[src/hdl/mrlc_pkg.sv]
// Shared types, constants and helper functions of the modem response line classifier.
package mrlc_pkg;

    localparam int unsigned LINE_STORE  = 32;
    localparam int unsigned CNT_W       = $clog2(LINE_STORE + 1);
    localparam int unsigned QUEUE_DEPTH = 4;
    localparam int unsigned QPTR_W      = $clog2(QUEUE_DEPTH);
    localparam int unsigned QCNT_W      = $clog2(QUEUE_DEPTH + 1);

    localparam logic [7:0] CH_NUL  = 8'h00;
    localparam logic [7:0] CH_LF   = 8'h0A;
    localparam logic [7:0] CH_CR   = 8'h0D;
    localparam logic [7:0] CH_GT   = 8'h3E;
    localparam logic [7:0] CH_FILL = 8'hF0;
    localparam logic [7:0] CH_ZERO = 8'h30;
    localparam logic [7:0] CH_NINE = 8'h39;

    localparam logic [1:0] KIND_NUMERIC = 2'd0;
    localparam logic [1:0] KIND_INFO    = 2'd1;
    localparam logic [1:0] KIND_REPLY   = 2'd2;
    localparam logic [1:0] KIND_PROMPT  = 2'd3;

    localparam logic [4:0] FLAG_NONE     = 5'h00;
    localparam logic [4:0] FLAG_ERROR    = 5'h01;
    localparam logic [4:0] FLAG_SAVED    = 5'h02;
    localparam logic [4:0] FLAG_BANNER   = 5'h04;
    localparam logic [4:0] FLAG_CONTINUE = 5'h08;
    localparam logic [4:0] FLAG_TIME     = 5'h10;

    // keywords, left-justified and zero padded to the longest one
    localparam int unsigned KW_MAX = 23;
    localparam logic [KW_MAX*8-1:0] KW_ERROR    = {"ERROR", 144'h0};
    localparam logic [KW_MAX*8-1:0] KW_CONTINUE = {"CONTINUE", 120'h0};
    localparam logic [KW_MAX*8-1:0] KW_SAVED    = {"SAVED", 144'h0};
    localparam logic [KW_MAX*8-1:0] KW_BANNER   = "Devserver - version 1.0";
    localparam logic [KW_MAX*8-1:0] KW_TIME     = {"<time>", 136'h0};

    localparam logic [CNT_W-1:0] KW_ERROR_LEN    = CNT_W'(5);
    localparam logic [CNT_W-1:0] KW_CONTINUE_LEN = CNT_W'(8);
    localparam logic [CNT_W-1:0] KW_SAVED_LEN    = CNT_W'(5);
    localparam logic [CNT_W-1:0] KW_BANNER_LEN   = CNT_W'(23);
    localparam logic [CNT_W-1:0] KW_TIME_LEN     = CNT_W'(6);

    // date/time fields: year, month, day, hour, minute, second
    localparam int unsigned NFIELD = 6;
    localparam int unsigned FIELD_OFS [NFIELD] = '{6, 11, 14, 17, 20, 23};
    localparam logic [13:0] YEAR_CAP  = 14'd9999;
    localparam logic [13:0] SMALL_CAP = 14'd99;

    typedef enum logic [1:0] {
        OP_STORE  = 2'd0,
        OP_CR     = 2'd1,
        OP_LF     = 2'd2,
        OP_PROMPT = 2'd3
    } t_op;

    typedef struct packed {
        t_op        op;
        logic [7:0] data;
    } t_cmd;

    typedef struct packed {
        logic        act;
        logic [13:0] val;
    } t_fld;

    function automatic logic is_digit(input logic [7:0] b);
        return (b >= CH_ZERO) && (b <= CH_NINE);
    endfunction

    // true when byte b matches keyword kw at position pos inside its length
    function automatic logic kw_hit(input logic [KW_MAX*8-1:0] kw,
                                    input logic [CNT_W-1:0] len,
                                    input logic [CNT_W-1:0] pos,
                                    input logic [7:0] b);
        logic [7:0] ch;
        ch = CH_NUL;
        for (int i = 0; i < KW_MAX; i++) begin
            if (CNT_W'(i) == pos) begin
                ch = kw[(KW_MAX-1-i)*8 +: 8];
            end
        end
        return (pos < len) && (ch == b);
    endfunction

    // one step of a saturating decimal field parse starting at offset ofs
    function automatic t_fld fld_step(input t_fld cur,
                                      input logic [CNT_W-1:0] pos,
                                      input logic [CNT_W-1:0] ofs,
                                      input logic [7:0] b,
                                      input logic [13:0] cap);
        t_fld        nxt;
        logic [16:0] acc;
        nxt = cur;
        acc = ((pos == ofs) ? 17'd0 : 17'(cur.val) * 17'd10) + 17'(b[3:0]);
        if ((pos == ofs) || ((pos > ofs) && cur.act)) begin
            if (is_digit(b)) begin
                nxt.act = 1'b1;
                nxt.val = (acc > 17'(cap)) ? cap : acc[13:0];
            end else begin
                nxt.act = 1'b0;
            end
        end
        return nxt;
    endfunction

endpackage

[src/hdl/mrlc_in_if.sv]
// Receive byte channel.
interface mrlc_in_if;
    logic       valid;
    logic       ready;
    logic [7:0] rx_byte;

    modport source (output valid, output rx_byte, input ready);
    modport sink   (input valid, input rx_byte, output ready);
endinterface

[src/hdl/mrlc_out_if.sv]
// Classified line result channel.
interface mrlc_out_if;
    logic        valid;
    logic        ready;
    logic [1:0]  kind;
    logic [9:0]  code_onehot;
    logic [7:0]  line_length;
    logic [4:0]  reply_flags;
    logic [13:0] year_value;
    logic [6:0]  month_value;
    logic [6:0]  day_value;
    logic [6:0]  hour_value;
    logic [6:0]  minute_value;
    logic [6:0]  second_value;
    logic        overflowed;

    modport source (output valid, output kind, output code_onehot, output line_length,
                    output reply_flags, output year_value, output month_value,
                    output day_value, output hour_value, output minute_value,
                    output second_value, output overflowed, input ready);
    modport sink   (input valid, input kind, input code_onehot, input line_length,
                    input reply_flags, input year_value, input month_value,
                    input day_value, input hour_value, input minute_value,
                    input second_value, input overflowed, output ready);
endinterface

[src/hdl/mrlc_front.sv]
// Front end: accepts receive bytes and turns them into line commands.
module mrlc_front import mrlc_pkg::*; (
    input  logic      i_clk,
    input  logic      i_rst_n,
    mrlc_in_if.sink   i_rx,
    input  logic      i_q_full,
    output logic      o_push,
    output t_cmd      o_cmd
);

    logic r_empty;
    logic n_empty;
    logic keep;
    logic take;

    assign i_rx.ready = !i_q_full;
    assign take       = i_rx.valid && !i_q_full;

    always_comb begin
        n_empty    = r_empty;
        keep       = 1'b0;
        o_cmd.op   = OP_STORE;
        o_cmd.data = i_rx.rx_byte;
        priority if (i_rx.rx_byte == CH_CR && !r_empty) begin
            o_cmd.op = OP_CR;
            keep     = 1'b1;
            n_empty  = 1'b1;
        end else if (i_rx.rx_byte == CH_LF && !r_empty) begin
            o_cmd.op = OP_LF;
            keep     = 1'b1;
            n_empty  = 1'b1;
        end else if (i_rx.rx_byte == CH_GT && r_empty) begin
            o_cmd.op = OP_PROMPT;
            keep     = 1'b1;
        end else if (i_rx.rx_byte != CH_NUL && i_rx.rx_byte != CH_FILL
                     && i_rx.rx_byte != CH_CR && i_rx.rx_byte != CH_LF) begin
            o_cmd.op = OP_STORE;
            keep     = 1'b1;
            n_empty  = 1'b0;
        end else begin
            // ignored byte or line end on an empty line
            keep = 1'b0;
        end
    end

    assign o_push = take && keep;

    always_ff @(posedge i_clk) begin
        if (!i_rst_n) begin
            r_empty <= 1'b1;
        end else if (take) begin
            r_empty <= n_empty;
        end
    end

endmodule

[src/hdl/mrlc_queue.sv]
// Short command queue between front and back end.
module mrlc_queue import mrlc_pkg::*; (
    input  logic i_clk,
    input  logic i_rst_n,
    input  logic i_push,
    input  t_cmd i_cmd,
    output logic o_full,
    input  logic i_pop,
    output logic o_valid,
    output t_cmd o_cmd
);

    t_cmd              r_mem [QUEUE_DEPTH];
    logic [QPTR_W-1:0] r_wr;
    logic [QPTR_W-1:0] r_rd;
    logic [QCNT_W-1:0] r_cnt;
    logic              do_push;
    logic              do_pop;

    assign o_full  = (r_cnt == QCNT_W'(QUEUE_DEPTH));
    assign o_valid = (r_cnt != '0);
    assign o_cmd   = r_mem[r_rd];
    assign do_push = i_push && !o_full;
    assign do_pop  = i_pop && o_valid;

    always_ff @(posedge i_clk) begin
        if (!i_rst_n) begin
            for (int i = 0; i < QUEUE_DEPTH; i++) begin
                r_mem[i] <= '0;
            end
        end else if (do_push) begin
            r_mem[r_wr] <= i_cmd;
        end
    end

    always_ff @(posedge i_clk) begin
        if (!i_rst_n) begin
            r_wr  <= '0;
            r_rd  <= '0;
            r_cnt <= '0;
        end else begin
            if (do_push) begin
                r_wr <= r_wr + QPTR_W'(1);
            end
            if (do_pop) begin
                r_rd <= r_rd + QPTR_W'(1);
            end
            r_cnt <= r_cnt + QCNT_W'(do_push) - QCNT_W'(do_pop);
        end
    end

endmodule

[src/hdl/mrlc_back.sv]
// Back end: line state, keyword match, field parse and result register.
module mrlc_back import mrlc_pkg::*; (
    input  logic       i_clk,
    input  logic       i_rst_n,
    input  logic       i_q_valid,
    input  t_cmd       i_cmd,
    output logic       o_pop,
    mrlc_out_if.source o_res
);

    logic [CNT_W-1:0] r_count, n_count;
    logic             r_ovf, n_ovf;
    logic [7:0]       r_first, n_first;
    logic             r_m_err, n_m_err;
    logic             r_m_cont, n_m_cont;
    logic             r_m_saved, n_m_saved;
    logic             r_m_banner, n_m_banner;
    logic             r_m_time, n_m_time;
    logic             r_fact [NFIELD];
    logic             n_fact [NFIELD];
    logic [13:0]      r_year, n_year;
    logic [6:0]       r_tval [1:NFIELD-1];
    logic [6:0]       n_tval [1:NFIELD-1];

    logic        r_valid;
    logic [1:0]  r_kind;
    logic [9:0]  r_onehot;
    logic [7:0]  r_len;
    logic [4:0]  r_flags;
    logic [13:0] r_o_year;
    logic [6:0]  r_o_tval [1:NFIELD-1];
    logic        r_o_ovf;

    logic        emits;
    logic        out_load;
    logic [7:0]  b;
    logic [1:0]  res_kind;
    logic [9:0]  res_onehot;
    logic [7:0]  res_len;
    logic [4:0]  res_flags;
    logic        res_ovf;
    logic [8:0]  cnt9;
    t_fld        cur;
    t_fld        nxt;

    assign b     = i_cmd.data;
    assign emits = (i_cmd.op != OP_STORE);
    assign o_pop = i_q_valid && (!emits || !r_valid || o_res.ready);
    assign out_load = o_pop && emits;
    assign cnt9  = 9'(r_count);

    // line state update
    always_comb begin
        n_count    = r_count;
        n_ovf      = r_ovf;
        n_first    = r_first;
        n_m_err    = r_m_err;
        n_m_cont   = r_m_cont;
        n_m_saved  = r_m_saved;
        n_m_banner = r_m_banner;
        n_m_time   = r_m_time;
        n_year     = r_year;
        n_fact     = r_fact;
        n_tval     = r_tval;
        cur        = '0;
        nxt        = '0;
        if (o_pop) begin
            unique case (i_cmd.op)
                OP_STORE: begin
                    if (r_count < CNT_W'(LINE_STORE)) begin
                        n_count = r_count + CNT_W'(1);
                        if (r_count == '0) begin
                            n_first = b;
                        end
                        n_m_err    = r_m_err && kw_hit(KW_ERROR, KW_ERROR_LEN, r_count, b);
                        n_m_cont   = r_m_cont
                                     && kw_hit(KW_CONTINUE, KW_CONTINUE_LEN, r_count, b);
                        n_m_saved  = r_m_saved && kw_hit(KW_SAVED, KW_SAVED_LEN, r_count, b);
                        n_m_banner = r_m_banner
                                     && kw_hit(KW_BANNER, KW_BANNER_LEN, r_count, b);
                        n_m_time   = r_m_time && ((r_count >= KW_TIME_LEN)
                                     || kw_hit(KW_TIME, KW_TIME_LEN, r_count, b));
                        cur.act   = r_fact[0];
                        cur.val   = r_year;
                        nxt       = fld_step(cur, r_count, CNT_W'(FIELD_OFS[0]), b, YEAR_CAP);
                        n_fact[0] = nxt.act;
                        n_year    = nxt.val;
                        for (int i = 1; i < NFIELD; i++) begin
                            cur.act   = r_fact[i];
                            cur.val   = 14'(r_tval[i]);
                            nxt       = fld_step(cur, r_count, CNT_W'(FIELD_OFS[i]), b,
                                                 SMALL_CAP);
                            n_fact[i] = nxt.act;
                            n_tval[i] = nxt.val[6:0];
                        end
                    end else begin
                        n_ovf = 1'b1;
                    end
                end
                OP_CR, OP_LF: begin
                    n_count    = '0;
                    n_ovf      = 1'b0;
                    n_m_err    = 1'b1;
                    n_m_cont   = 1'b1;
                    n_m_saved  = 1'b1;
                    n_m_banner = 1'b1;
                    n_m_time   = 1'b1;
                    n_year     = '0;
                    for (int i = 0; i < NFIELD; i++) begin
                        n_fact[i] = 1'b0;
                    end
                    for (int i = 1; i < NFIELD; i++) begin
                        n_tval[i] = '0;
                    end
                end
                OP_PROMPT: begin
                end
            endcase
        end
    end

    // result of the command at the queue head
    always_comb begin
        res_kind   = KIND_NUMERIC;
        res_onehot = '0;
        res_len    = (cnt9 > 9'd255) ? 8'hFF : cnt9[7:0];
        res_flags  = FLAG_NONE;
        res_ovf    = r_ovf;
        unique case (i_cmd.op)
            OP_CR: begin
                if (r_count == CNT_W'(1)) begin
                    res_kind   = KIND_NUMERIC;
                    res_onehot = is_digit(r_first) ? (10'd1 << r_first[3:0]) : 10'd1;
                end else begin
                    res_kind = KIND_INFO;
                end
            end
            OP_LF: begin
                res_kind = KIND_REPLY;
                priority if (r_m_err && r_count == KW_ERROR_LEN) begin
                    res_flags = FLAG_ERROR;
                end else if (r_m_cont && r_count == KW_CONTINUE_LEN) begin
                    res_flags = FLAG_CONTINUE;
                end else if (r_m_saved && r_count == KW_SAVED_LEN) begin
                    res_flags = FLAG_SAVED;
                end else if (r_m_banner && r_count == KW_BANNER_LEN) begin
                    res_flags = FLAG_BANNER;
                end else if (r_m_time && r_count >= KW_TIME_LEN) begin
                    res_flags = FLAG_TIME;
                end else begin
                    res_flags = FLAG_NONE;
                end
            end
            OP_PROMPT: begin
                res_kind = KIND_PROMPT;
                res_len  = '0;
                res_ovf  = 1'b0;
            end
            OP_STORE: begin
                res_len = '0;
                res_ovf = 1'b0;
            end
        endcase
    end

    always_ff @(posedge i_clk) begin
        if (!i_rst_n) begin
            r_count    <= '0;
            r_ovf      <= 1'b0;
            r_m_err    <= 1'b1;
            r_m_cont   <= 1'b1;
            r_m_saved  <= 1'b1;
            r_m_banner <= 1'b1;
            r_m_time   <= 1'b1;
            r_year     <= '0;
            for (int i = 0; i < NFIELD; i++) begin
                r_fact[i] <= 1'b0;
            end
            for (int i = 1; i < NFIELD; i++) begin
                r_tval[i] <= '0;
            end
            r_valid    <= 1'b0;
        end else begin
            r_count    <= n_count;
            r_ovf      <= n_ovf;
            r_m_err    <= n_m_err;
            r_m_cont   <= n_m_cont;
            r_m_saved  <= n_m_saved;
            r_m_banner <= n_m_banner;
            r_m_time   <= n_m_time;
            r_year     <= n_year;
            r_fact     <= n_fact;
            r_tval     <= n_tval;
            if (out_load) begin
                r_valid <= 1'b1;
            end else if (o_res.ready) begin
                r_valid <= 1'b0;
            end
        end
    end

    always_ff @(posedge i_clk) begin
        r_first <= n_first;
        if (out_load) begin
            r_kind   <= res_kind;
            r_onehot <= res_onehot;
            r_len    <= res_len;
            r_flags  <= res_flags;
            r_o_ovf  <= res_ovf;
            r_o_year <= (res_flags == FLAG_TIME) ? r_year : '0;
            for (int i = 1; i < NFIELD; i++) begin
                r_o_tval[i] <= (res_flags == FLAG_TIME) ? r_tval[i] : '0;
            end
        end
    end

    assign o_res.valid        = r_valid;
    assign o_res.kind         = r_kind;
    assign o_res.code_onehot  = r_onehot;
    assign o_res.line_length  = r_len;
    assign o_res.reply_flags  = r_flags;
    assign o_res.year_value   = r_o_year;
    assign o_res.month_value  = r_o_tval[1];
    assign o_res.day_value    = r_o_tval[2];
    assign o_res.hour_value   = r_o_tval[3];
    assign o_res.minute_value = r_o_tval[4];
    assign o_res.second_value = r_o_tval[5];
    assign o_res.overflowed   = r_o_ovf;

    a_count_bound: assert property (@(posedge i_clk) disable iff (!i_rst_n)
        r_count <= CNT_W'(LINE_STORE))
        else $error("line count beyond store");

    a_ovf_full: assert property (@(posedge i_clk) disable iff (!i_rst_n)
        r_ovf |-> (r_count == CNT_W'(LINE_STORE)))
        else $error("overflow flag set on a line that is not full");

    a_no_clobber: assert property (@(posedge i_clk) disable iff (!i_rst_n)
        (r_valid && !o_res.ready && i_q_valid && emits) |-> !o_pop)
        else $error("result overwritten while waiting");

    a_line_clear: assert property (@(posedge i_clk) disable iff (!i_rst_n)
        (o_pop && (i_cmd.op == OP_CR || i_cmd.op == OP_LF)) |=> (r_count == '0 && !r_ovf))
        else $error("line state not cleared at line end");

endmodule

[src/hdl/modem_response_line_classifier.sv]
// Top level of the modem response line classifier.
//
//   channel  dir  payload
//   i_rx     in   rx_byte
//   o_res    out  kind, code_onehot, line_length, reply_flags, date/time fields, overflowed
//
// One byte is taken per cycle unless the queue is full; a byte is classified in the
// front end and queued, the back end updates the line state and registers a result.
// The output stalls only the back end; the four-entry queue keeps the input open
// until it fills. Reset is synchronous; no clearing pass is needed after it.
module modem_response_line_classifier import mrlc_pkg::*; (
    input  logic       i_clk,
    input  logic       i_rst_n,
    mrlc_in_if.sink    i_rx,
    mrlc_out_if.source o_res
);

    logic q_push;
    logic q_full;
    logic q_pop;
    logic q_valid;
    t_cmd push_cmd;
    t_cmd head_cmd;

    mrlc_front u_front (
        .i_clk    (i_clk),
        .i_rst_n  (i_rst_n),
        .i_rx     (i_rx),
        .i_q_full (q_full),
        .o_push   (q_push),
        .o_cmd    (push_cmd)
    );

    mrlc_queue u_queue (
        .i_clk   (i_clk),
        .i_rst_n (i_rst_n),
        .i_push  (q_push),
        .i_cmd   (push_cmd),
        .o_full  (q_full),
        .i_pop   (q_pop),
        .o_valid (q_valid),
        .o_cmd   (head_cmd)
    );

    mrlc_back u_back (
        .i_clk     (i_clk),
        .i_rst_n   (i_rst_n),
        .i_q_valid (q_valid),
        .i_cmd     (head_cmd),
        .o_pop     (q_pop),
        .o_res     (o_res)
    );

endmodule
[src/flat_wrapper.sv]
// flat-port wrapper written by rule: the top's interface ports become plain ports
module modem_response_line_classifier_flat import mrlc_pkg::*;
  (i_clk, i_rst_n, i_rx_valid, i_rx_rx_byte, i_rx_ready, o_res_valid, o_res_kind, o_res_code_onehot, o_res_line_length, o_res_reply_flags, o_res_year_value, o_res_month_value, o_res_day_value, o_res_hour_value, o_res_minute_value, o_res_second_value, o_res_overflowed, o_res_ready);
  mrlc_in_if i_rx_i ();
  mrlc_out_if o_res_i ();
  input  logic i_clk;
  input  logic i_rst_n;
  input wire logic [$bits(i_rx_i.valid)-1:0] i_rx_valid;
  input wire logic [$bits(i_rx_i.rx_byte)-1:0] i_rx_rx_byte;
  output wire logic [$bits(i_rx_i.ready)-1:0] i_rx_ready;
  output wire logic [$bits(o_res_i.valid)-1:0] o_res_valid;
  output wire logic [$bits(o_res_i.kind)-1:0] o_res_kind;
  output wire logic [$bits(o_res_i.code_onehot)-1:0] o_res_code_onehot;
  output wire logic [$bits(o_res_i.line_length)-1:0] o_res_line_length;
  output wire logic [$bits(o_res_i.reply_flags)-1:0] o_res_reply_flags;
  output wire logic [$bits(o_res_i.year_value)-1:0] o_res_year_value;
  output wire logic [$bits(o_res_i.month_value)-1:0] o_res_month_value;
  output wire logic [$bits(o_res_i.day_value)-1:0] o_res_day_value;
  output wire logic [$bits(o_res_i.hour_value)-1:0] o_res_hour_value;
  output wire logic [$bits(o_res_i.minute_value)-1:0] o_res_minute_value;
  output wire logic [$bits(o_res_i.second_value)-1:0] o_res_second_value;
  output wire logic [$bits(o_res_i.overflowed)-1:0] o_res_overflowed;
  input wire logic [$bits(o_res_i.ready)-1:0] o_res_ready;
  assign i_rx_i.valid = i_rx_valid;
  assign i_rx_i.rx_byte = i_rx_rx_byte;
  assign i_rx_ready = i_rx_i.ready;
  assign o_res_valid = o_res_i.valid;
  assign o_res_kind = o_res_i.kind;
  assign o_res_code_onehot = o_res_i.code_onehot;
  assign o_res_line_length = o_res_i.line_length;
  assign o_res_reply_flags = o_res_i.reply_flags;
  assign o_res_year_value = o_res_i.year_value;
  assign o_res_month_value = o_res_i.month_value;
  assign o_res_day_value = o_res_i.day_value;
  assign o_res_hour_value = o_res_i.hour_value;
  assign o_res_minute_value = o_res_i.minute_value;
  assign o_res_second_value = o_res_i.second_value;
  assign o_res_overflowed = o_res_i.overflowed;
  assign o_res_i.ready = o_res_ready;
  modem_response_line_classifier u_core (.i_clk(i_clk), .i_rst_n(i_rst_n), .i_rx(i_rx_i), .o_res(o_res_i));
endmodule
[config.mk]
export PLATFORM = sky130hd
export DESIGN_NAME = modem_response_line_classifier_flat
export DESIGN_NICKNAME = d
export VERILOG_FILES = /design/src/hdl/mrlc_pkg.sv /design/src/hdl/mrlc_in_if.sv /design/src/hdl/mrlc_out_if.sv /design/src/hdl/mrlc_front.sv /design/src/hdl/mrlc_queue.sv /design/src/hdl/mrlc_back.sv /design/src/hdl/modem_response_line_classifier.sv /design/src/flat_wrapper.sv
export SDC_FILE = /design/constraint.sdc
export NUM_CORES = 1
export LEC_CHECK = 0
export ABC_AREA = 1
export BUFFER_PORTS_ARGS = -buffer_cell sky130_fd_sc_hd__buf_2
export CORE_MARGIN = 1
export CORE_UTILIZATION = 47
export CTS_BUF_LIST = sky130_fd_sc_hd__clkbuf_4
export DETAILED_ROUTE_END_ITERATION = 12
export PLACE_DENSITY = 0.6
export SYNTH_ARGS = -nofsm -noshare
export SYNTH_HDL_FRONTEND = slang
export SYNTH_SLANG_ARGS = --single-unit
[constraint.sdc]
create_clock -name i_clk -period 6.3 [get_ports i_clk]
set_clock_uncertainty 0.05 [all_clocks]
set_input_delay 1.26 -clock i_clk [delete_from_list [all_inputs] [get_ports i_clk]]
set_output_delay 1.26 -clock i_clk [all_outputs]
set_load 0.05 [all_outputs]
# --- Yosys cells after proc, flatten, opt, wreduce, memory -nomap -nowiden ---
# Memory sizes are Yosys's and may differ from the RTL's. A register that Yosys moved wholly into a read port is not among the register bits.
# Cells that the tools add are included.
totals:
  n_memories: 2
  register_bits: 124
  ram_bits: 75
  output_inout_bits: 77
  word_cells: 423
  input_bits: 12
op_classes:
  add_sub_neg: 11
  mux: 214
  mul: 6
  n_reduce_logical: 77
  shift: 1
  n_eq_ne: 57
  order_cmp: 23
memory_table:
  columns: ["name", "words", "word_bits", "read_ports", "rd_clocked_by_memory_dff", "write_ports", "line_no", "rtl"]
  rows:
  - ["u_core.u_queue.r_mem", 4, 10, 1, 1, 4, "mrlc_queue.sv:13", "t_cmd r_mem [QUEUE_DEPTH];"]
  - ["u_core.u_back.r_o_tval", 5, 7, 5, 0, 5, "mrlc_back.sv:31", "logic [6:0] r_o_tval [1:NFIELD-1];"]
op_table:
  columns: ["operator", "count"]
  rows:
  - ["8-bit two-way mux", 126]
  - ["12-bit two-way mux", 10]
  - ["15-bit two-way mux", 6]
  - ["35-bit one-hot mux with 2 select lines", 1]
  - ["7-bit two-way mux", 9]
  - ["11-bit by 4-bit adder with 12-bit output", 5]
  - ["12-bit by 7-bit greater-than comparator with 1-bit output, second input constant", 5]
  - ["11-bit two-way mux", 5]
  - ["7-bit by 3-bit multiplier with 10-bit output, second input constant", 5]
  - ["4-bit by 6-bit == test with 1-bit output, first input constant", 8]
  - ["5-bit by 6-bit == test with 1-bit output, first input constant", 7]
  - ["14-bit two-way mux", 3]
  - ["8-bit == test", 5]
  - ["1-bit logical AND", 35]
  - ["35-bit two-way mux", 1]
  - ["5-bit two-way mux", 6]
  - ["5-bit AND reduction", 6]
  - ["14-bit one-hot mux with 2 select lines", 1]
  - ["4-bit AND reduction", 7]
  - ["1-bit two-way mux", 26]
  - ["3-bit by 6-bit == test with 1-bit output, first input constant", 4]
  - ["6-bit one-hot mux with 2 select lines", 2]
  - ["6-bit by 4-bit == test with 1-bit output, second input constant", 3]
  - ["6-bit by 5-bit == test with 1-bit output, second input constant", 3]
  - ["50 further kinds", 100]

# --- Longest topological paths before layout ---
# Gate-level depths: netlist of the first run.
depth:
  word_depth: 33
  ltp_mapped: 25
  depth_no_buf: 24

# --- Modules after synthesis ---
# From an unflattened synthesis of the first run, not the netlist that was laid out.
hier_totals:
  cells_unflattened: 1779
  area_unflattened_um2: 13793.2
modules_own_cells:
  columns: ["mod", "n_inst", "area_per_inst_um2", "seq_area_each_um2", "cells_each"]
  rows:
  - ["mrlc_back", 1, 11150.7, 3793.6, 1498]
  - ["mrlc_queue", 1, 2348.5, 1381.3, 225]
  - ["mrlc_front", 1, 294.0, 20.0, 56]

# --- Worst setup path before layout of the first run ---
# No wires, ideal clock.
synth_path:
  kind: "flip-flop to flip-flop"
  start: "register with a tool-made name"
  end: "register u_core.u_back.r_onehot[0], in the netlist u_core.u_back.o_res.code_onehot[0], enable pin"
  t_required_ns: 5.744
  setup_slack_ns: 1.058
  setup_ns: 0.506
  arrival_ns: 4.686
  period_less_slack_ns: 5.242
  stages_incl_launch_ff: 8
  path_buffers: 2
  cell_sequence: "dfxtp_1 -> buf_2 -> nand2_1 -> a32oi_1 -> inv_1 -> ha_1 -> clkbuf_1 -> nor2_1"
synth_lines:
  columns: ["item", "line_no", "rtl"]
  rows:
  - ["end signal, assigned", "mrlc_back.sv:206", "r_onehot <= res_onehot;"]
  - ["end, declared", "mrlc_back.sv:27", "logic [9:0] r_onehot;"]

==> results of run 1 <==
## cells by family after synthesis
logic type | count (synthesis) | share of synthesized area, %
buf+inv | 305 | 9.06
fa+ha+maj | 118 | 11.8
simple gates | 864 | 27.8
xor+xnor | 39 | 2.57
other cells | 1 | 0.0282
compound gates | 229 | 9.72
flops | 199 | 39.0
## critical path, stage by stage, from the launching register on
cell,delay (ns)
sky130_fd_sc_hd__dfxtp_1,0.85
sky130_fd_sc_hd__inv_2,0.28
sky130_fd_sc_hd__nand2_1,0.13
sky130_fd_sc_hd__a32oi_1,0.18
sky130_fd_sc_hd__inv_1,0.16
sky130_fd_sc_hd__ha_1,0.51
sky130_fd_sc_hd__inv_2,0.11
sky130_fd_sc_hd__nand3_1,0.10
sky130_fd_sc_hd__nand2_1,0.14
sky130_fd_sc_hd__a21oi_1,0.18
sky130_fd_sc_hd__inv_2,0.05
sky130_fd_sc_hd__nor2_1,0.40
sky130_fd_sc_hd__inv_2,0.17
sky130_fd_sc_hd__a21oi_4,0.24
sky130_fd_sc_hd__inv_2,0.11
sky130_fd_sc_hd__or2_1,0.48
sky130_fd_sc_hd__nor2_8,0.29
sky130_fd_sc_hd__inv_2,0.06
sky130_fd_sc_hd__nor2_1,0.09
sky130_fd_sc_hd__nand2_1,0.06
sky130_fd_sc_hd__a21oi_1,0.11
## per-stage QoR
| step | util [%] | setup WS (ns) |
|---|---|---|
| finish | 51.9 | 1.46 |
| global route | 51.9 | 0.868 |
| CTS | 51.9 | 1.46 |
| detailed placement | 50.6 | 1.54 |
| global placement | 50.6 | 1.82 |
| floorplan | - | 1.06 |
## placed cells by master (no fill, tap or decap), types with 3 or more instances in the layout
master	n
sky130_fd_sc_hd__a211oi_1	3
sky130_fd_sc_hd__a21oi_1	125
sky130_fd_sc_hd__a31oi_1	9
sky130_fd_sc_hd__a32oi_1	3
sky130_fd_sc_hd__a32oi_2	3
sky130_fd_sc_hd__and2_1	3
sky130_fd_sc_hd__buf_2	86
sky130_fd_sc_hd__buf_4	9
sky130_fd_sc_hd__clkbuf_4	17
sky130_fd_sc_hd__clkinv_8	5
sky130_fd_sc_hd__dfxtp_1	78
sky130_fd_sc_hd__edfxtp_1	121
sky130_fd_sc_hd__fa_1	13
sky130_fd_sc_hd__ha_1	105
sky130_fd_sc_hd__inv_1	254
sky130_fd_sc_hd__inv_2	14
sky130_fd_sc_hd__inv_8	5
sky130_fd_sc_hd__nand2_1	410
sky130_fd_sc_hd__nand2_2	7
sky130_fd_sc_hd__nand3_1	107
sky130_fd_sc_hd__nand3b_1	4
sky130_fd_sc_hd__nand4_1	45
sky130_fd_sc_hd__nor2_1	225
sky130_fd_sc_hd__nor2_2	11
sky130_fd_sc_hd__nor3_1	24
sky130_fd_sc_hd__nor3_2	3
sky130_fd_sc_hd__nor4_1	6
sky130_fd_sc_hd__o211ai_1	4
sky130_fd_sc_hd__o21ai_0	57
sky130_fd_sc_hd__o21ai_1	5
sky130_fd_sc_hd__or2_2	7
sky130_fd_sc_hd__xnor2_1	10
sky130_fd_sc_hd__xor2_1	29
## layout make-up
class / count / area (sq um)
fillers: 2762 / 13400
multi-input cells: 1252 / 6930
flip-flops and latches: 199 / 5190
inverters: 268 / 1010
repair buffers: 95 / 498
well taps: 378 / 473
clock inverters: 15 / 218
clock buffers: 17 / 128
diodes: 2 / 5.00
## power groups by stage
stage          Clock [W]  Sequential (W)  Combinational (W)
4_1_cts         0.000796         0.00200            0.00316
5_1_grt         0.000851         0.00204            0.00345
6_report        0.000779         0.00199            0.00316
3_5_place_dp           0         0.00203            0.00315
2_1_floorplan          0         0.00292            0.00152
3_3_place_gp           0         0.00203            0.00313
## state kept, by name, indices dropped and copies added, names as in the netlist, 2 cells and up, named ones only
signal                           count
u_core.u_back.r_count                6
u_core.u_back.r_tval                35
u_core.u_queue.r_rd                  2
u_core.u_back.o_res.reply_flags      5
u_core.u_back.r_o_tval              35
u_core.u_queue.r_cnt                 3
u_core.u_queue.r_mem                40
u_core.u_back.o_res.code_onehot     10
u_core.u_back.o_res.line_length      6
u_core.u_back.r_first                8
u_core.u_back.r_fact                 6
u_core.u_back.r_year                14
u_core.u_queue.r_wr                  2
u_core.u_back.o_res.year_value      14
u_core.u_back.o_res.kind             2
## cell usage after synthesis (3+ instances only)
master / number / area [sq um]
sky130_fd_sc_hd__a211oi_1: 3 / 22.5
sky130_fd_sc_hd__a21oi_1: 125 / 626
sky130_fd_sc_hd__a31oi_1: 9 / 56.3
sky130_fd_sc_hd__a32oi_1: 3 / 26.3
sky130_fd_sc_hd__a32oi_2: 3 / 48.8
sky130_fd_sc_hd__and2_1: 3 / 18.8
sky130_fd_sc_hd__buf_2: 10 / 50.1
sky130_fd_sc_hd__buf_4: 5 / 37.5
sky130_fd_sc_hd__buf_6: 4 / 45.0
sky130_fd_sc_hd__clkbuf_1: 17 / 63.8
sky130_fd_sc_hd__dfxtp_1: 78 / 1560
sky130_fd_sc_hd__edfxtp_1: 121 / 3630
sky130_fd_sc_hd__fa_1: 13 / 260
sky130_fd_sc_hd__ha_1: 105 / 1310
sky130_fd_sc_hd__inv_1: 254 / 953
sky130_fd_sc_hd__inv_2: 13 / 48.8
sky130_fd_sc_hd__nand2_1: 410 / 1540
sky130_fd_sc_hd__nand2_2: 7 / 43.8
sky130_fd_sc_hd__nand3_1: 107 / 536
sky130_fd_sc_hd__nand3b_1: 4 / 30.0
sky130_fd_sc_hd__nand4_1: 45 / 282
sky130_fd_sc_hd__nor2_1: 226 / 848
sky130_fd_sc_hd__nor2_2: 11 / 68.8
sky130_fd_sc_hd__nor3_1: 24 / 120
sky130_fd_sc_hd__nor3_2: 3 / 30.0
sky130_fd_sc_hd__nor4_1: 6 / 37.5
sky130_fd_sc_hd__o211ai_1: 4 / 30.0
sky130_fd_sc_hd__o21ai_0: 57 / 285
sky130_fd_sc_hd__o21ai_1: 5 / 25.0
sky130_fd_sc_hd__or2_2: 7 / 43.8
sky130_fd_sc_hd__xnor2_1: 10 / 87.6
sky130_fd_sc_hd__xor2_1: 29 / 254
## how the worst min path moves through the flow
| stage | slack [ns] | end | start | depth (start not counted) |
|---|---|---|---|---|
| global route | 0.44 | u_core.u_back.r_m_banner | u_core.u_back.r_m_banner | 2 |
| finish | 0.42 | u_core.u_back.r_m_err | u_core.u_back.r_m_err | 2 |
| floorplan | 0.37 | u_core.u_back.r_m_banner | u_core.u_back.r_m_banner | 2 |
| global placement | 0.38 | u_core.u_back.r_m_banner | u_core.u_back.r_m_banner | 2 |
| detailed placement | 0.39 | u_core.u_back.r_m_err | u_core.u_back.r_m_err | 2 |
| CTS | 0.41 | u_core.u_back.r_m_cont | u_core.u_back.r_m_cont | 2 |
## routing by layer
metal  vias up  GRT usage [%]
li1       5915              -
met1      5248           32.1
met2       265           38.5
met3        25           3.67
met4         0           4.97
met5         -              0
==> key figures, run 1 <==
STA
  • Highest Clock Rate: 0.206 GHz
  • Min Hold Slack: 0.416 ns
  • Relative slew slack: 25.2%
  • Max-slew violation count: 0
  • Summed negative setup slack over all endpoints: 0 ns
  • Count of endpoints failing setup in the final report: 0
  • Post-route fraction of the period consumed by the critical path: 76.9%
  • Setup repair after global routing missed its margin: no
  • Final count of hold timing violations: 0
  • Post-route minimum period: 4.84 ns
  • Worst slew pin tran: 1.12 ns

Worst hold path
  • Hold crit path type: reg -> reg

Floorplanning
  • Total I/O pin count: 89
  • Die outline width: 170 um
  • Die Height: 170 um
  • Total die area: 29000 sq um
  • Core area: 27900 sq um
  • Effective utilization at floorplan: 47.8%
  • # rows: 61

Power and ir drop
  • Sw Share: 52.4%
  • Clock network fraction of total power: 13.1%
  • Share of total power in combinational logic: 53.2%
  • Reported leakage power: 6.70 nW
  • Final total power: 0.00593 W
  • Sw Pwr: 0.00311 W
  • PD cells: 410 nW/um^2
  • Fraction of power consumed by sequential logic: 33.6%
  • Highest ir drop seen on vdd: 214 uV
  • Internal power: 0.00282 W

Clock tree
  • Hold buffer count at cts: 0
  • CTS tree: built
  • Post-CTS clock slew at the launch and capture registers of the worst setup and hold paths: 0.20 ns
  • Number of clock sinks: 199
  • Count of cells resized by post-cts repair: 0
  • Worst-case clock buffer depth: 2
  • Depth of the CTS H-tree: 4
  • Number of post-CTS setup repair buffers: 0
  • Root cell of the clock tree: sky130_fd_sc_hd__clkbuf_4
  • Clock latency reported for the late side of the worst-skew pair: 0.62 ns
  • Number of buffers created by CTS: 17

Routing
  • Post-detailed-routing wire length: 32.4 mm
  • Initial detailed-routing violation count: 828
  • Pre-Repair DR Iteration Count: 6
  • Highest metal layer with signal wires: met4
  • Metal3 WL: 1.43 mm
  • Detail Route met2 WL: 14.8 mm
  • Routed via count: 11453
  • Wire length per cell: 14.6 um
  • Wire length the detailed router placed on met1: 15.8 mm
  • Via-per-instance ratio: 5.15
  • DRC: 0
  • Number of nets with antenna violations after detailed routing: 0

Global route
  • Overall Global Routing Usage: 23.3%
  • Pin count of the biggest net entering global routing: 60
  • Vias in the first global route: 10646
  • First-pass GRT wire length: 53.3 mm
  • Number of antenna violations at the first check in global routing: 1
  • Congestion Overflow GR: 0

Flow run
  • Max capacitance violation total: 0

Layout
  • Final net count: 1963
  • Share of cells above drive strength 1: 9.80%
  • Synthesis-to-layout area growth: 8.54%
  • Final standard cell area without fillers: 14500 sq um
  • Final instance count without filler cells: 2226

Setup path
  • Crit path required time: 6.80 ns
  • R2R Setup Slk: 1.46 ns
  • Worst R2R End: u_core.u_back.r_year[6]
  • Endpoint of the worst setup timing path: u_core.u_back.r_year[6]
  • Worst setup path category: reg -> reg
  • Data arrival, critical path: 5.35 ns
  • R2R cell count: 20
  • Startpoint types: register
  • Maximum fanout along the worst path: 24
  • Worst Setup End Kind: register

Synth
  • Proportion of synthesized flip-flops having asynchronous set or reset: 0%
  • Sequential element share of the synthesized area: 39.0%
  • Syn Std Cell Area: 13300 sq um
  • Average footprint of a synthesized cell: 7.59 sq um
  • Count of flip-flops with a built-in enable after synthesis: 121
  • Number of synthesized register bits: 199
  • Main flop type after synthesis: sky130_fd_sc_hd__edfxtp_1
  • Synthesized netlist cell count: 1755
  • Yosys warnings: 0
  • Distinct cell type count of the synthesized netlist: 58

Place
  • Dpl cells: 2192
  • Dpl hpwl: 24.6 mm
  • Placement-stage cell area: 14100 sq um
  • Quantity of I/O buffers inserted on ports: 86
  • Placer Congestion: 0.911

Run status
  • Outcome: completed
Power figures use the tool's default switching activity.
==> run 2: changes to the inputs <==
clock period = 4.78 ns   (was 6.3 ns; I/O delays follow)
==> run 2 against run 1 <==
Fmax up 20%. Global-route usage down 0.22 points. Wire length up 0.77%. Clock power up 30%. Critical path type unchanged. Worst setup slack worse by 0.71 ns. Via count up 0.75%. Power up 32%. Flip-flop and latch count unchanged.
==> key figures, run 2 (synthesized netlist as in run 1, its figures left out) <==
Run status
  • Outcome: completed

Worst hold path
  • Hold crit path type: reg -> reg
  • Hold Path Stages: 2 (unchanged)

STA
  • Highest Clock Rate: 0.248 GHz (+20%)
  • Worst Slack Setup Final: 0.744 ns (-0.713 ns)
  • Final count of hold timing violations: 0 (unchanged)
  • Setup repair after global routing missed its margin: no
  • Relative slew slack: 28.2% (+3.0 points)
  • Post-route fraction of the period consumed by the critical path: 84.4% (+7.6 points)
  • Count of endpoints failing setup in the final report: 0 (unchanged)
  • Summed negative setup slack over all endpoints: 0 ns (unchanged)
  • Worst slew pin tran: 1.08 ns (-0.0418 ns)
  • Post-route minimum period: 4.04 ns (-0.807 ns)
  • Max-slew violation count: 0 (unchanged)

Global route
  • First-pass GRT wire length: 52.9 mm (-0.87%)
  • Pin count of the biggest net entering global routing: 60 (unchanged)
  • Overall Global Routing Usage: 23.1% (-0.22 points)
  • Number of antenna violations at the first check in global routing: 1 (unchanged)
  • Congestion Overflow GR: 0 (unchanged)
  • Vias in the first global route: 10784 (+1.3%)

Floorplanning
  • Core area: 27900 sq um (unchanged)
  • Die outline width: 170 um (unchanged)
  • Total I/O pin count: 89 (unchanged)
  • # rows: 61 (unchanged)
  • Effective utilization at floorplan: 47.8% (unchanged)
  • Die Height: 170 um (unchanged)
  • Total die area: 29000 sq um (unchanged)

Place
  • Dpl cells: 2203 (+0.50%)
  • Setup slack after placement: 0.710 ns (-0.828 ns)
  • Quantity of I/O buffers inserted on ports: 86 (unchanged)
  • Placer Congestion: 0.905 (-0.58%)
  • Dpl hpwl: 25.0 mm (+1.6%)

Layout
  • Registers with the most flip-flops: u_core.u_queue.r_mem x40, u_core.u_back.r_o_tval x35, u_core.u_back.r_tval x35
  • Final net count: 1974 (+0.56%)
  • Most common library cell in the layout ignoring fill and taps: sky130_fd_sc_hd__nand2_1
  • Register bank with the most flops: u_core.u_queue.r_mem
  • Final instance count without filler cells: 2237 (+0.49%)
  • Share of cells above drive strength 1: 10.3% (+0.48 points)
  • Number of flip-flops under the largest register name: 40 (unchanged)
  • Commonest cells after routing, fill and taps aside: sky130_fd_sc_hd__nand2_1, sky130_fd_sc_hd__inv_1, sky130_fd_sc_hd__nor2_1
  • Synthesis-to-layout area growth: 9.10%

Power and ir drop
  • PD cells: 540 nW/um^2 (+32%)
  • Internal power: 0.00372 W (+32%)
  • Sw Pwr: 0.00413 W (+33%)
  • Sw Share: 52.6% (+0.20 points)
  • Share of total power in combinational logic: 53.8% (+0.6 points)
  • Highest ir drop seen on vdd: 355 uV (+65%)
  • Clock network fraction of total power: 12.9% (-0.2 points)
  • Fraction of power consumed by sequential logic: 33.3% (-0.3 points)
  • Reported leakage power: 6.74 nW (+0.70%)

Setup path
  • Data arrival, critical path: 4.52 ns (-0.83 ns)
  • Crit path max-delay cell type: sky130_fd_sc_hd__dfxtp_1
  • Kind of cell adding the most delay to the critical path: simple AND/OR/NAND/NOR gates
  • Worst setup path category: reg -> reg
  • Critical path cell sequence: buf_4 -> nand2_1 -> a32oi_1 -> inv_1 -> ha_1 -> buf_4 -> a21oi_1 -> inv_2 -> nor2_1 -> buf_4 -> inv_2 -> a21oi_4 -> inv_2 -> or2_1 -> nor2_8 -> inv_2 -> nor2_1 -> nand2_1 -> a21oi_1
  • Startpoint types: register
  • Critical path buffers and inverters: 8 (+1)
  • Worst Setup End Kind: register
  • Crit path required time: 5.27 ns (-1.53 ns)
  • Critical path's largest stage delay: 0.60 ns (-0.25 ns)
  • Worst R2R End: u_core.u_back.r_year[5]
  • R2R cell count: 19 (-5.0%)
  • Endpoint of the worst setup timing path: u_core.u_back.r_year[5]
  • Maximum fanout along the worst path: 15 (-38%)
  • Number of cells on the critical path: 19 (-5.0%)
  • R2R Setup Slk: 0.74 ns (-0.71 ns)
  • Top cell by count, worst path: sky130_fd_sc_hd__inv_2

Clock tree
  • Number of buffers created by CTS: 17 (unchanged)
  • Worst-case clock buffer depth: 2 (unchanged)
  • Clock latency reported for the late side of the worst-skew pair: 0.63 ns (about the same)
  • Number of post-CTS setup repair buffers: 0 (unchanged)
  • CTS tree: built
  • Hold buffer count at cts: 0 (unchanged)
  • Count of cells resized by post-cts repair: 0 (unchanged)
  • Depth of the CTS H-tree: 4 (unchanged)
  • Root cell of the clock tree: sky130_fd_sc_hd__clkbuf_4
  • Number of clock sinks: 199 (unchanged)
  • Post-CTS clock slew at the launch and capture registers of the worst setup and hold paths: 0.23 ns (+0.03 ns)

Routing
  • Routed via count: 11539 (+0.75%)
  • Initial detailed-routing violation count: 827 (-0.12%)
  • Number of nets with antenna violations after detailed routing: 0 (unchanged)
  • Via-per-instance ratio: 5.16 (+0.26%)
  • Post-detailed-routing wire length: 32.7 mm (+0.77%)
  • Wire length per cell: 14.6 um (+0.27%)
  • DRC: 0 (unchanged)
  • Pre-Repair DR Iteration Count: 5 (-1)

Flow run
  • Max capacitance violation total: 0 (unchanged)
run 2: changes by cell type in the layout (fill, tap and decap cells not counted), moves of 2 or more:
| cell | delta |
|---|---|
| sky130_fd_sc_hd__buf_4 | +11 |
| sky130_fd_sc_hd__clkinv_4 | -2 |
| sky130_fd_sc_hd__inv_12 | +4 |
| sky130_fd_sc_hd__inv_6 | +2 |
| sky130_fd_sc_hd__inv_8 | -2 |
run 2: power groups by stage:
| stage | sequential, W | combinational (W) | clock [W] |
|---|---|---|---|
| 2_1_floorplan | 0.00383 | 0.00200 | 0 |
| 6_report | 0.00261 | 0.00422 | 0.00101 |
| 5_1_grt | 0.00267 | 0.00460 | 0.00110 |
| 3_3_place_gp | 0.00266 | 0.00420 | 0 |
| 3_5_place_dp | 0.00265 | 0.00422 | 0 |
| 4_1_cts | 0.00262 | 0.00424 | 0.00105 |
run 2: worst min path at each step:
stage | end | from | slack, ns
global route | u_core.u_back.r_m_saved | u_core.u_back.r_m_saved | 0.45
detailed placement | u_core.u_back.r_m_err | u_core.u_back.r_m_err | 0.39
floorplan | u_core.u_back.r_m_banner | u_core.u_back.r_m_banner | 0.37
global placement | u_core.u_back.r_m_err | u_core.u_back.r_m_err | 0.38
CTS | u_core.u_back.r_m_cont | u_core.u_back.r_m_cont | 0.42
finish | u_core.u_back.r_m_cont | u_core.u_back.r_m_cont | 0.41
run 2: layout make-up:
type | instances | area [sq um]
Fill cell | 2709 | 13300
Multi-Input combinational cell | 1252 | 6930
Sequential cell | 199 | 5190
Inverter | 268 | 1010
Timing Repair Buffer | 106 | 581
Tap cell | 378 | 473
Clock inverter | 15 | 214
Clock buffer | 17 | 128
Antenna cell | 2 | 5.00
run 2: per-stage QoR:
stage | instance area (sq um) | total power (W) | hold WS [ns] | util (%)
5_1_grt | 14500 | 0.00837 | 0.447 | 52.1
4_1_cts | 14500 | 0.00790 | 0.415 | 52.1
6_report | 14500 | 0.00785 | 0.414 | 52.1
3_3_place_gp | 14200 | 0.00685 | 0.383 | 50.9
2_1_floorplan | 13300 | 0.00583 | 0.369 | -
3_5_place_dp | 14200 | 0.00687 | 0.387 | 50.9
run 2: per-layer routing:
layer / global-route usage [%] / part of all wire [%] / vias up
li1: - / - / 5940
met1: 31.7 / 48 / 5239
met4: 4.66 / 1.2 / 0
met3: 3.26 / 4.7 / 33
met5: 0 / 0 / -
met2: 38.7 / 46 / 327
run 2: worst reg2reg max path, stage by stage, from the launching register on:
cell and delay (ns):
sky130_fd_sc_hd__dfxtp_1 0.60, sky130_fd_sc_hd__buf_4 0.26, sky130_fd_sc_hd__nand2_1 0.07, sky130_fd_sc_hd__a32oi_1 0.38
sky130_fd_sc_hd__inv_1 0.15, sky130_fd_sc_hd__ha_1 0.25, sky130_fd_sc_hd__buf_4 0.19, sky130_fd_sc_hd__a21oi_1 0.18
sky130_fd_sc_hd__inv_2 0.05, sky130_fd_sc_hd__nor2_1 0.09, sky130_fd_sc_hd__buf_4 0.16, sky130_fd_sc_hd__inv_2 0.09
sky130_fd_sc_hd__a21oi_4 0.20, sky130_fd_sc_hd__inv_2 0.10, sky130_fd_sc_hd__or2_1 0.48, sky130_fd_sc_hd__nor2_8 0.29
sky130_fd_sc_hd__inv_2 0.07, sky130_fd_sc_hd__nor2_1 0.10, sky130_fd_sc_hd__nand2_1 0.06, sky130_fd_sc_hd__a21oi_1 0.11
